[src/hw/rtl/ucte_pkg.sv]
// Shared constants and helpers for the UTF-8 CJK token estimator.
// Holds byte class tags, CJK code point ranges and the range check.
// No dependencies; imported by every module of the block.
package ucte_pkg;

  // counter width and threshold register
  localparam int COUNT_BITS_DEF = 32;
  localparam int THR_BITS       = 17;
  localparam logic [THR_BITS-1:0] THR_RESET = 17'd32768;

  // byte class tags, compared against the top bits of a byte
  localparam logic [1:0] CONT_TAG  = 2'b10;
  localparam logic [2:0] LEAD2_TAG = 3'b110;
  localparam logic [3:0] LEAD3_TAG = 4'b1110;
  localparam logic [4:0] LEAD4_TAG = 5'b11110;

  // open sequence lengths
  localparam logic [1:0] EXPECT_NONE = 2'd0;
  localparam logic [1:0] EXPECT_ONE  = 2'd1;
  localparam logic [1:0] EXPECT_TWO  = 2'd2;
  localparam logic [1:0] EXPECT_THREE = 2'd3;

  // cjk code point ranges
  localparam logic [20:0] HIRA_LO   = 21'h03040;
  localparam logic [20:0] KATA_HI   = 21'h030FF;
  localparam logic [20:0] EXTA_LO   = 21'h03400;
  localparam logic [20:0] EXTA_HI   = 21'h04DBF;
  localparam logic [20:0] UNI_LO    = 21'h04E00;
  localparam logic [20:0] UNI_HI    = 21'h09FFF;
  localparam logic [20:0] HANGUL_LO = 21'h0AC00;
  localparam logic [20:0] HANGUL_HI = 21'h0D7AF;
  localparam logic [20:0] FULLW_LO  = 21'h0FF00;
  localparam logic [20:0] FULLW_HI  = 21'h0FFEF;
  localparam logic [20:0] EXTB_LO   = 21'h20000;
  localparam logic [20:0] EXTB_HI   = 21'h2EBEF;

  // ratio tests, reduced: ascii*20 > total*19, cjk*20 > total*3
  localparam int RATIO_SHIFT = 16;

  // hiragana and katakana are adjacent, so they form one range
  function automatic logic in_cjk(input logic [20:0] cp);
    logic hit;
    hit = ((cp >= HIRA_LO)   && (cp <= KATA_HI))
       || ((cp >= EXTA_LO)   && (cp <= EXTA_HI))
       || ((cp >= UNI_LO)    && (cp <= UNI_HI))
       || ((cp >= HANGUL_LO) && (cp <= HANGUL_HI))
       || ((cp >= FULLW_LO)  && (cp <= FULLW_HI))
       || ((cp >= EXTB_LO)   && (cp <= EXTB_HI));
    return hit;
  endfunction

endpackage

[src/hw/rtl/ucte_decoder.sv]
// Byte-wise UTF-8 decoder with saturating message counters.
// Hands the flushed counts of each message to the ratio pipeline.
// Depends on ucte_pkg.
module ucte_decoder import ucte_pkg::*; #(
  parameter int COUNT_BITS = COUNT_BITS_DEF
) (
  input  logic                  clk,
  input  logic                  rst,
  input  logic                  in_valid,
  output logic                  in_ready,
  input  logic [7:0]            data_byte,
  input  logic                  has_byte,
  input  logic                  last,
  output logic                  res_valid,
  input  logic                  res_ready,
  output logic [COUNT_BITS-1:0] res_total,
  output logic [COUNT_BITS-1:0] res_ascii,
  output logic [COUNT_BITS-1:0] res_cjk
);

  logic [1:0]            expect_remaining, expect_remaining_next;
  logic [2:0]            seq_length, seq_length_next;
  logic [20:0]           partial_code_point, partial_code_point_next;
  logic [COUNT_BITS-1:0] total_counter, ascii_counter, cjk_counter;
  logic [COUNT_BITS-1:0] total_next, ascii_next, cjk_next;

  logic        accept;
  logic        is_cont, take_cont, brk, start, complete;
  logic        single, ascii_hit, cjk_hit;
  logic [20:0] cp_join;
  logic [2:0]  flush_inc, last_flush, total_inc;
  logic [COUNT_BITS:0] total_sum, ascii_sum, cjk_sum;

  assign in_ready = !res_valid || res_ready;
  assign accept   = in_valid && in_ready;

  // decode one byte against the open sequence
  always_comb begin
    is_cont   = (data_byte[7:6] == CONT_TAG);
    take_cont = has_byte && (expect_remaining != EXPECT_NONE) && is_cont;
    brk       = has_byte && (expect_remaining != EXPECT_NONE) && !is_cont;
    start     = has_byte && !take_cont;
    complete  = take_cont && (expect_remaining == EXPECT_ONE);
    cp_join   = {partial_code_point[14:0], data_byte[5:0]};
    cjk_hit   = complete && in_cjk(cp_join);

    expect_remaining_next   = expect_remaining;
    seq_length_next         = seq_length;
    partial_code_point_next = partial_code_point;
    single                  = 1'b0;
    ascii_hit               = 1'b0;

    if (take_cont) begin
      if (complete) begin
        expect_remaining_next   = EXPECT_NONE;
        seq_length_next         = 3'd0;
        partial_code_point_next = 21'd0;
      end else begin
        expect_remaining_next   = expect_remaining - 2'd1;
        seq_length_next         = seq_length + 3'd1;
        partial_code_point_next = cp_join;
      end
    end else if (start) begin
      // the state is cleared before the arms, so a broken sequence is dropped here
      expect_remaining_next   = EXPECT_NONE;
      seq_length_next         = 3'd0;
      partial_code_point_next = 21'd0;
      if (!data_byte[7]) begin
        single    = 1'b1;
        ascii_hit = 1'b1;
      end else if (data_byte[7:5] == LEAD2_TAG) begin
        expect_remaining_next   = EXPECT_ONE;
        seq_length_next         = 3'd1;
        partial_code_point_next = 21'(data_byte[4:0]);
      end else if (data_byte[7:4] == LEAD3_TAG) begin
        expect_remaining_next   = EXPECT_TWO;
        seq_length_next         = 3'd1;
        partial_code_point_next = 21'(data_byte[3:0]);
      end else if (data_byte[7:3] == LEAD4_TAG) begin
        expect_remaining_next   = EXPECT_THREE;
        seq_length_next         = 3'd1;
        partial_code_point_next = 21'(data_byte[2:0]);
      end else begin
        single = 1'b1;
      end
    end

    // broken sequence bytes and a sequence left open at the end count singly
    flush_inc  = brk ? seq_length : 3'd0;
    last_flush = last ? seq_length_next : 3'd0;
    total_inc  = flush_inc + 3'(single) + 3'(complete) + last_flush;
  end

  // saturating counter updates
  always_comb begin
    total_sum = {1'b0, total_counter} + (COUNT_BITS+1)'(total_inc);
    ascii_sum = {1'b0, ascii_counter} + (COUNT_BITS+1)'(ascii_hit);
    cjk_sum   = {1'b0, cjk_counter} + (COUNT_BITS+1)'(cjk_hit);
    total_next = total_sum[COUNT_BITS] ? '1 : total_sum[COUNT_BITS-1:0];
    ascii_next = ascii_sum[COUNT_BITS] ? '1 : ascii_sum[COUNT_BITS-1:0];
    cjk_next   = cjk_sum[COUNT_BITS] ? '1 : cjk_sum[COUNT_BITS-1:0];
  end

  // decoder state, counters and handoff valid
  always_ff @(posedge clk) begin
    if (rst) begin
      expect_remaining   <= EXPECT_NONE;
      seq_length         <= 3'd0;
      partial_code_point <= 21'd0;
      total_counter      <= '0;
      ascii_counter      <= '0;
      cjk_counter        <= '0;
      res_valid          <= 1'b0;
    end else begin
      if (accept && last) begin
        res_valid <= 1'b1;
      end else if (res_ready) begin
        res_valid <= 1'b0;
      end
      if (accept) begin
        if (last) begin
          expect_remaining   <= EXPECT_NONE;
          seq_length         <= 3'd0;
          partial_code_point <= 21'd0;
          total_counter      <= '0;
          ascii_counter      <= '0;
          cjk_counter        <= '0;
        end else begin
          expect_remaining   <= expect_remaining_next;
          seq_length         <= seq_length_next;
          partial_code_point <= partial_code_point_next;
          total_counter      <= total_next;
          ascii_counter      <= ascii_next;
          cjk_counter        <= cjk_next;
        end
      end
    end
  end

  // final counts of a message
  always_ff @(posedge clk) begin
    if (accept && last) begin
      res_total <= total_next;
      res_ascii <= ascii_next;
      res_cjk   <= cjk_next;
    end
  end

endmodule

[src/hw/rtl/ucte_ratio.sv]
// Ratio tests and token estimate pipeline for finished messages.
// Four register stages: products, compares and divide by 3, divide by 7, result.
// Depends on ucte_pkg.
module ucte_ratio import ucte_pkg::*; #(
  parameter int COUNT_BITS = COUNT_BITS_DEF
) (
  input  logic                  clk,
  input  logic                  rst,
  input  logic [THR_BITS-1:0]   threshold,
  input  logic                  res_valid,
  output logic                  res_ready,
  input  logic [COUNT_BITS-1:0] res_total,
  input  logic [COUNT_BITS-1:0] res_ascii,
  input  logic [COUNT_BITS-1:0] res_cjk,
  output logic                  out_valid,
  input  logic                  out_ready,
  output logic [31:0]           code_point_count,
  output logic [31:0]           ascii_count,
  output logic [31:0]           cjk_points,
  output logic                  mostly_cjk,
  output logic [30:0]           token_estimate
);

  localparam int N   = COUNT_BITS;
  localparam int PW  = N + THR_BITS;
  localparam int PW2 = 2 * N + 1;
  // reciprocals exact for any N-bit dividend
  localparam longint unsigned M3_FULL = ((64'd1 << (N + 2)) + 64'd2) / 64'd3;
  localparam longint unsigned M7_FULL = ((64'd1 << (N + 3)) + 64'd6) / 64'd7;
  localparam logic [N:0] M3 = M3_FULL[N:0];
  localparam logic [N:0] M7 = M7_FULL[N:0];

  logic acc_b, acc_c, acc_d, acc_o;

  // stage b: threshold product and scaled counts
  logic            b_valid;
  logic [N-1:0]    b_t, b_a, b_c;
  logic [PW-1:0]   b_thr_prod;
  logic [N+4:0]    b_a20, b_t19, b_c20;
  logic [N+1:0]    b_t3;

  // stage c: compares and divide by 3
  logic            c_valid;
  logic [N-1:0]    c_t, c_a, c_c;
  logic            c_flag, c_sel_a, c_sel_c;
  logic [N-2:0]    c_q3;
  logic [PW-1:0]   cjk_shift;
  logic [PW2-1:0]  prod3;

  // stage d: divide by 7
  logic            d_valid;
  logic [N-1:0]    d_t, d_a, d_c;
  logic            d_flag, d_sel_a, d_sel_c;
  logic [N-2:0]    d_q3;
  logic [N-3:0]    d_q7;
  logic [PW2-1:0]  prod7;

  // result selection
  logic [2:0]      rem7;
  logic [N-2:0]    est7, est_sel, est;

  // a stage takes new data when empty or when its contents move on
  assign acc_o     = !out_valid || out_ready;
  assign acc_d     = !d_valid || acc_o;
  assign acc_c     = !c_valid || acc_d;
  assign acc_b     = !b_valid || acc_c;
  assign res_ready = acc_b;

  always_ff @(posedge clk) begin
    if (rst) begin
      b_valid   <= 1'b0;
      c_valid   <= 1'b0;
      d_valid   <= 1'b0;
      out_valid <= 1'b0;
    end else begin
      if (acc_b) begin
        b_valid <= res_valid;
      end
      if (acc_c) begin
        c_valid <= b_valid;
      end
      if (acc_d) begin
        d_valid <= c_valid;
      end
      if (acc_o) begin
        out_valid <= d_valid;
      end
    end
  end

  // stage b
  always_ff @(posedge clk) begin
    if (acc_b) begin
      b_t        <= res_total;
      b_a        <= res_ascii;
      b_c        <= res_cjk;
      b_thr_prod <= PW'(threshold) * PW'(res_total);
      b_a20      <= (N+5)'({res_ascii, 4'b0}) + (N+5)'({res_ascii, 2'b0});
      b_t19      <= (N+5)'({res_total, 4'b0}) + (N+5)'({res_total, 1'b0})
                  + (N+5)'(res_total);
      b_c20      <= (N+5)'({res_cjk, 4'b0}) + (N+5)'({res_cjk, 2'b0});
      b_t3       <= (N+2)'({res_total, 1'b0}) + (N+2)'(res_total);
    end
  end

  // stage c
  assign cjk_shift = PW'({b_c, RATIO_SHIFT'(0)});
  assign prod3     = PW2'(b_t) * PW2'(M3);

  always_ff @(posedge clk) begin
    if (acc_c) begin
      c_t     <= b_t;
      c_a     <= b_a;
      c_c     <= b_c;
      c_flag  <= (b_t != '0) && (cjk_shift > b_thr_prod);
      c_sel_a <= b_a20 > b_t19;
      c_sel_c <= b_c20 > (N+5)'(b_t3);
      c_q3    <= prod3[2*N:N+2];
    end
  end

  // stage d
  assign prod7 = PW2'(c_t) * PW2'(M7);

  always_ff @(posedge clk) begin
    if (acc_d) begin
      d_t     <= c_t;
      d_a     <= c_a;
      d_c     <= c_c;
      d_flag  <= c_flag;
      d_sel_a <= c_sel_a;
      d_sel_c <= c_sel_c;
      d_q3    <= c_q3;
      d_q7    <= prod7[2*N:N+3];
    end
  end

  // floor(2t/7) = 2q + (r >= 4), where r = t - 7q needs only its low bits
  always_comb begin
    rem7    = d_t[2:0] + d_q7[2:0];
    est7    = (N-1)'({d_q7, 1'b0}) + (N-1)'(rem7[2]);
    if (d_sel_a) begin
      est_sel = (N-1)'(d_t[N-1:2]);
    end else if (d_sel_c) begin
      est_sel = d_q3;
    end else begin
      est_sel = est7;
    end
    // empty message gives zero, otherwise at least one
    if (d_t == '0) begin
      est = '0;
    end else if (est_sel == '0) begin
      est = (N-1)'(1);
    end else begin
      est = est_sel;
    end
  end

  // result register
  always_ff @(posedge clk) begin
    if (acc_o) begin
      code_point_count <= 32'(d_t);
      ascii_count      <= 32'(d_a);
      cjk_points       <= 32'(d_c);
      mostly_cjk       <= d_flag;
      token_estimate   <= 31'(est);
    end
  end

endmodule

[src/hw/rtl/utf8_cjk_token_estimator.sv]
// Top level of the UTF-8 CJK token estimator.
// Instantiates ucte_decoder and ucte_ratio; depends on ucte_pkg.
//
// Usage:
//   Input channel (in_valid/in_ready): one request per message byte, with
//   has_byte = 0 for an item that carries no byte and last = 1 on the final
//   request of a message. One request is taken every clock cycle while
//   in_ready is high; the decoder updates its counters in the cycle a
//   byte is taken. Output channel (out_valid/out_ready): one request per
//   message, giving the counts, the CJK flag and the token estimate.
//   out_valid rises after the result passes the decoder's result register,
//   ratio stage b (threshold product), stage c (compares and divide by 3),
//   stage d (divide by 7) and the ratio result register.
//   Throughput is one input request per cycle while in_ready is high, set
//   by the decoder's update; up to five finished messages can be in flight.
//   When the receiver stalls, finished messages fill the pipeline stages;
//   in_ready drops only once all of them hold a waiting result.
//   Configuration channel (cfg_valid/cfg_ready/cfg_data): always ready;
//   write the threshold only while no message is in flight.
//   Reset clears the decoder state, counters and pipeline, and sets the
//   threshold to one half.
module utf8_cjk_token_estimator import ucte_pkg::*; #(
  parameter int COUNT_BITS = COUNT_BITS_DEF
) (
  input  logic                clk,
  input  logic                rst,
  input  logic                cfg_valid,
  output logic                cfg_ready,
  input  logic [THR_BITS-1:0] cfg_data,
  input  logic                in_valid,
  output logic                in_ready,
  input  logic [7:0]          data_byte,
  input  logic                has_byte,
  input  logic                last,
  output logic                out_valid,
  input  logic                out_ready,
  output logic [31:0]         code_point_count,
  output logic [31:0]         ascii_count,
  output logic [31:0]         cjk_points,
  output logic                mostly_cjk,
  output logic [30:0]         token_estimate
);

  logic [THR_BITS-1:0]   cjk_threshold;
  logic                  res_valid, res_ready;
  logic [COUNT_BITS-1:0] res_total, res_ascii, res_cjk;

  // threshold register
  assign cfg_ready = 1'b1;

  always_ff @(posedge clk) begin
    if (rst) begin
      cjk_threshold <= THR_RESET;
    end else if (cfg_valid && cfg_ready) begin
      cjk_threshold <= cfg_data;
    end
  end

  // byte decode and counting
  ucte_decoder #(
    .COUNT_BITS(COUNT_BITS)
  ) u_decoder (
    .clk       (clk),
    .rst       (rst),
    .in_valid  (in_valid),
    .in_ready  (in_ready),
    .data_byte (data_byte),
    .has_byte  (has_byte),
    .last      (last),
    .res_valid (res_valid),
    .res_ready (res_ready),
    .res_total (res_total),
    .res_ascii (res_ascii),
    .res_cjk   (res_cjk)
  );

  // ratio tests and estimate
  ucte_ratio #(
    .COUNT_BITS(COUNT_BITS)
  ) u_ratio (
    .clk              (clk),
    .rst              (rst),
    .threshold        (cjk_threshold),
    .res_valid        (res_valid),
    .res_ready        (res_ready),
    .res_total        (res_total),
    .res_ascii        (res_ascii),
    .res_cjk          (res_cjk),
    .out_valid        (out_valid),
    .out_ready        (out_ready),
    .code_point_count (code_point_count),
    .ascii_count      (ascii_count),
    .cjk_points       (cjk_points),
    .mostly_cjk       (mostly_cjk),
    .token_estimate   (token_estimate)
  );

endmodule

[config.mk]
export PLATFORM = sky130hd
export DESIGN_NAME = utf8_cjk_token_estimator
export DESIGN_NICKNAME = d
export VERILOG_FILES = /design/src/hw/rtl/ucte_pkg.sv /design/src/hw/rtl/ucte_decoder.sv /design/src/hw/rtl/ucte_ratio.sv /design/src/hw/rtl/utf8_cjk_token_estimator.sv
export SDC_FILE = /design/constraint.sdc
export NUM_CORES = 2
export LEC_CHECK = 0
export ABC_AREA = 1
export BUFFER_PORTS_ARGS = -buffer_cell sky130_fd_sc_hd__clkbuf_2
export CELL_PAD_IN_SITES_DETAIL_PLACEMENT = 2
export CELL_PAD_IN_SITES_GLOBAL_PLACEMENT = 2
export CORE_ASPECT_RATIO = 0.75
export CORE_MARGIN = 1.5
export CORE_UTILIZATION = 30
export DETAILED_ROUTE_END_ITERATION = 7
export PLACE_DENSITY_LB_ADDON = 0.1
export SYNTH_ARGS = -nofsm -noshare
export SYNTH_HDL_FRONTEND = slang
export SYNTH_SLANG_ARGS = --single-unit
[constraint.sdc]
create_clock -name clk -period 15.67 [get_ports clk]
set_input_delay 1.567 -clock clk [delete_from_list [all_inputs] [get_ports clk]]
set_output_delay 1.567 -clock clk [all_outputs]
set_load 0.05 [all_outputs]
# After elaboration in Yosys (flattened, before gate mapping)
# Cells that the tools add are included.
# totals
ff_bits	942
in_bits	32
elab_cells	168
# classes
add_sub_neg	15
multipliers	3
magnitude_cmp	15
eq_ne	5
mux	46
n_reduce_logical	40
# op_table
op	n
$mux W32	6
$mux W15	6
$add A36 B34 Y37	2
$add A32 B1 Y33	2
$mul A32 B33 Y65 const B	1
$mul A32 B32 Y64 const B	1
$le A21 B16 Y1 const B	3
$mux W31	2
$gt A48 B49 Y1	1
$mul A17 B32 Y49	1
$ge A21 B14 Y1 const B	2
$ge A21 B16 Y1 const B	2
$add A36 B33 Y37	1
$add A37 B32 Y37	1
$gt A37 B34 Y1	1
$gt A37 B37 Y1	1
$add A33 B32 Y34	1
$add A32 B3 Y33	1
$logic_not A32 Y1	1
$reduce_bool A32 Y1	1
$add A31 B1 Y31	1
$logic_not A31 Y1	1
$mux W3	10
$ge A21 B15 Y1 const B	1
23 further kinds	74

# Depth between registers and ports, before layout
# logic_depth
word_depth	13
mapped_depth	31
depth_no_buf	30

# Cells and area by module
# From an unflattened synthesis, not the netlist that was laid out.
# unflattened
hier_cells	10921
hier_area_um2	93933.8
# modules_own_cells
mod	instances	cells_each	area_per_inst_um2	seq_area_each_um2
ucte_ratio	1	9300	81520.7	20980.1
ucte_decoder	1	1512	11668.7	5225.0
utf8_cjk_token_estimator	1	109	744.5	340.3

# Worst setup path after synthesis
# Ideal clock, no wire load.
# synth_path
kind	input to register
startpoint	in out_ready
endpoint	reg u_ratio.b_a20[10], enable pin
setup_ns	0.628
arrival_time_ns	12.854
slack_ns	2.189
cell_stages	6
n_path_buf	0
path_cell_list	inv_1 nand2_1 nor2_2 nand2_1 nor2_2 inv_1
# synth_between
elab_chain_cells	4
# synth_lines
element	line	text
start: declaration	utf8_cjk_token_estimator.sv:36	input logic out_ready,
$logic_or A1 B1 Y1	ucte_ratio.sv:63	assign acc_o = !out_valid || out_ready;
via u_ratio.acc_o	ucte_ratio.sv:33	logic acc_b, acc_c, acc_d, acc_o;
$logic_or A1 B1 Y1	ucte_ratio.sv:64	assign acc_d = !d_valid || acc_o;
$logic_or A1 B1 Y1	ucte_ratio.sv:65	assign acc_c = !c_valid || acc_d;
via u_ratio.acc_c	ucte_ratio.sv:33	
$logic_or A1 B1 Y1	ucte_ratio.sv:66	assign acc_b = !b_valid || acc_c;
via res_ready	utf8_cjk_token_estimator.sv:45	logic res_valid, res_ready;
end signal: assignment	ucte_ratio.sv:98	b_a20 <= (N+5)'({res_ascii, 4'b0}) + (N+5)'({res_ascii, 2'b0});
end: declaration	ucte_ratio.sv:39	logic [N+4:0] b_a20, b_t19, b_c20;
# The timed path passes the listed nets, and every way through them passes these cells.
# A chain may end at the register's enable or synchronous reset.

# Worst setup path after layout
# layout_path
startpoint	reg u_ratio.b_t[12]
endpoint	reg u_ratio.c_q3[28] (data pin)
# layout_between
elab_chain_cells	1
# layout_lines
element	line	text
start: declaration	ucte_ratio.sv:37	logic [N-1:0] b_t, b_a, b_c;
start signal: assignment	ucte_ratio.sv:94	b_t <= res_total;
$mul A32 B32 Y64	ucte_ratio.sv:108	assign prod3 = PW2'(b_t) * PW2'(M3);
via u_ratio.prod3[62]	ucte_ratio.sv:48	logic [PW2-1:0] prod3;
end signal: assignment	ucte_ratio.sv:118	c_q3 <= prod3[2*N:N+2];
end: declaration	ucte_ratio.sv:46	logic [N-2:0] c_q3;
# The timed path passes the listed nets, and every way through them passes these cells.

==> flow_metrics.py <==
metrics = {
    "worst_setup_path": {
        "r2r_slack_ns": 7.88,
        "required_ns": 16.21,
        "worst-path-max-fanout": 9,
        "crit_type": "reg -> reg",
        "cp-end-kind": "register",
        "cp-start-kind": "register",
        "cp.arrival_ns": 8.32,
    },
    "die": {
        "die_area_um2": 316500,
        "chipHeight_um": 487.6,
        "fp.dieW_um": 649.2,
        "core_area_um2": 310700,
        "num_rows": 177,
        "ios": 163,
        "start_util_pct": 30.23,
    },
    "clock_tree": {
        "clk_pin_slew_ns": 0.06,
        "cts_htree_levels": 3,
        "clock_latency_ns": 0.79,
        "post_cts_buffers": 0,
        "clockBufferDepth": 3,
        "clockRootBuffer": "clkbuf_16",
        "hold_buffers": 0,
        "numCtsBuffers": 111,
        "cts_tree": "built",
        "cts_resized": 0,
        "cts.sinks": 930,
    },
    "grt": {
        "met1_usage_pct": 36.89,
        "grt_max_degree": 96,
        "grt_pass1_vias": 84100,
        "grt_util_met3_pct": 2.820,
        "antenna_found_initial": 17,
        "grt_pass1_wl_um": 575300,
        "gr-max-usage-layer": "met2",
        "grt-ovfl-total": 0,
        "grtUsageTotal_pct": 24.55,
        "met2_usage_pct": 37.82,
    },
    "timing": {
        "tightest_slew_ns": 1.185,
        "finalClockSkew_ns": 0.06800,
        "worst_hold_slack_ns": 0.4135,
        "hold_viol": 0,
        "slew_viol_final": 0,
        "slew_headroom_pct": 20.83,
        "max_freq_mhz": 128.4,
        "setup_ws_ns": 7.884,
        "finalSetupViolCount": 0,
        "finalCritPeriodShare_pct": 49.69,
        "min_period_ns": 7.786,
        "rsz0062_at_grt": "false",
        "fin_setup_tns_ns": 0,
    },
    "detailed_routing": {
        "num_vias": 75960,
        "drc": 0,
        "drtIter0Drc": 4597,
        "wl_um": 389400,
        "first_pass_iters": 5,
        "routedWlPerCell_um": 25.26,
        "drtAntennaViolNets": 0,
        "viasPerCell": 4.928,
    },
    "logic_synthesis": {
        "ys_seq_area_share_pct": 28.26,
        "synth_cells": 11050,
        "synthArstFlopShare_pct": 0,
        "yosysWarningCount": 0,
        "yosysTopAreaCellShare_pct": 25.32,
        "ys_ff_latch": 930,
        "ys.flop_type": "edfxtp_1",
        "syn-num-nets": 13110,
        "synth_top_cell_by_area": "edfxtp_1",
        "synth_edf_count": 792,
        "synth_area_um2": 93940,
        "ys_types": 53,
        "ys_top_cells_by_area": "edfxtp_1, fa_1, ha_1",
        "avgSynthCellArea_um2": 8.503,
    },
    "finish": {
        "layout-drive-gt1-share_pct": 4.446,
        "most-common-layout-cells": "nand2_1, inv_1, fa_1, ha_1, edfxtp_1",
        "areaGrowthSynthToFinish_pct": 10.22,
        "layout.nets": 13260,
        "final_common_cell": "nand2_1",
    },
    "placement": {
        "gp_congestion": 0.9532,
        "dp_hpwl_um": 324700,
        "io_buffers": 161,
        "pre_cts_slack_ns": 7.853,
    },
    "outcome": {
        "status": "finished clean",
    },
    "job": {
        "cap_violations": 0,
    },
    "worst_hold_path": {
        "hp-class": "reg -> reg",
    },
}
==> final timing paths <==
kind / cells after the start / startpoint / end
hold / removal: 0 / u_ratio.d_a[22] / u_ratio.ascii_count[22]
hold reg to reg: 0 / u_ratio.d_a[22] / u_ratio.ascii_count[22]
setup / recovery: 27 / u_ratio.b_t[12] / u_ratio.c_q3[28]
setup reg to reg: 27 / u_ratio.b_t[12] / u_ratio.c_q3[28]
==> layout make-up <==
class / instances / area [um2]
fill: 35040 / 207200
multi-input combinational: 7424 / 57170
sequential: 930 / 26550
inverter: 2487 / 9350
tap: 4117 / 5151
clock buffer: 139 / 3015
timing repair buffer: 239 / 1406
clock inverter: 73 / 887.1
antenna: 4 / 10.01
==> routing by layer <==
metal / routed length, um / up-vias / part of all wire, %
li1: - / 34590 / -
met1: 197700 / 39770 / 51
met2: 167700 / 1321 / 43
met3: 15680 / 277 / 4.0
met4: 8183 / 2 / 2.1
met5: 13 / - / 0.0033
==> synthesized netlist by cell type, drive strengths merged (3+ instances only) <==
library cell	count
nand2	2803
inv	2486
ha	995
nand3	395
a31oi	4
o211ai	14
buf	36
a22oi	3
dfxtp	138
o21bai	37
fa	1036
nand3b	36
a21o	22
nand4	99
nor4	30
nor3	119
o21a	23
xnor2	47
a21boi	9
and2	8
or2	34
a21oi	546
clkbuf	171
xor2	128
nor2	741
edfxtp	792
o21ai	280
nor3b	6
and3	4
==> cell families after synthesis <==
group | after synthesis | synth area share (%)
and+or+nand+nor | 4276 | 18.55
buffers and inverters | 2694 | 10.91
adders and majority gates | 2031 | 35.33
AOI/OAI and AO/OA | 941 | 5.325
DFF | 930 | 28.26
xor gates and xnor gates | 175 | 1.632
other | 1 | 0.003992
==> critical path: stages (launching register included) <==
cell and delay, ns:
edfxtp_1 0.99, ha_1 0.42, xnor2_1 0.25, inv_1 0.17, ha_1 0.21, or2_2 0.37, xnor2_1 0.18, inv_1 0.06
ha_1 0.19, a21oi_1 0.28, fa_1 0.53, inv_1 0.10, fa_1 0.44, fa_1 0.51, fa_1 0.50, inv_1 0.06
fa_1 0.47, inv_1 0.04, ha_1 0.31, nand2_1 0.11, nor2_1 0.41, nand2_1 0.25, inv_1 0.20, a21oi_1 0.09
nand2_1 0.17, nand2_1 0.11, nand3_1 0.10, nand2_1 0.06
==> metrics by stage <==
stage	cells	instance area (um2)	util (%)
after floorplan	11050	93940	-
after global placement	15200	99630	32.06
after detailed placement	15200	99630	32.06
after CTS	15410	103500	33.32
after global routing	15410	103500	33.32
final	15410	103500	33.32
==> registers in the layout, summed over array words and instances (netlist names), 33 cells and up <==
register,cells
u_ratio.b_t19,34
u_ratio.b_c20,33
u_ratio.b_a20,33
u_ratio.b_t3,34
u_ratio.b_thr_prod,49
Power is left out: the tool's default activity adds up to more than one toggle a clock period on the data nets, which glitch-free logic cannot reach.
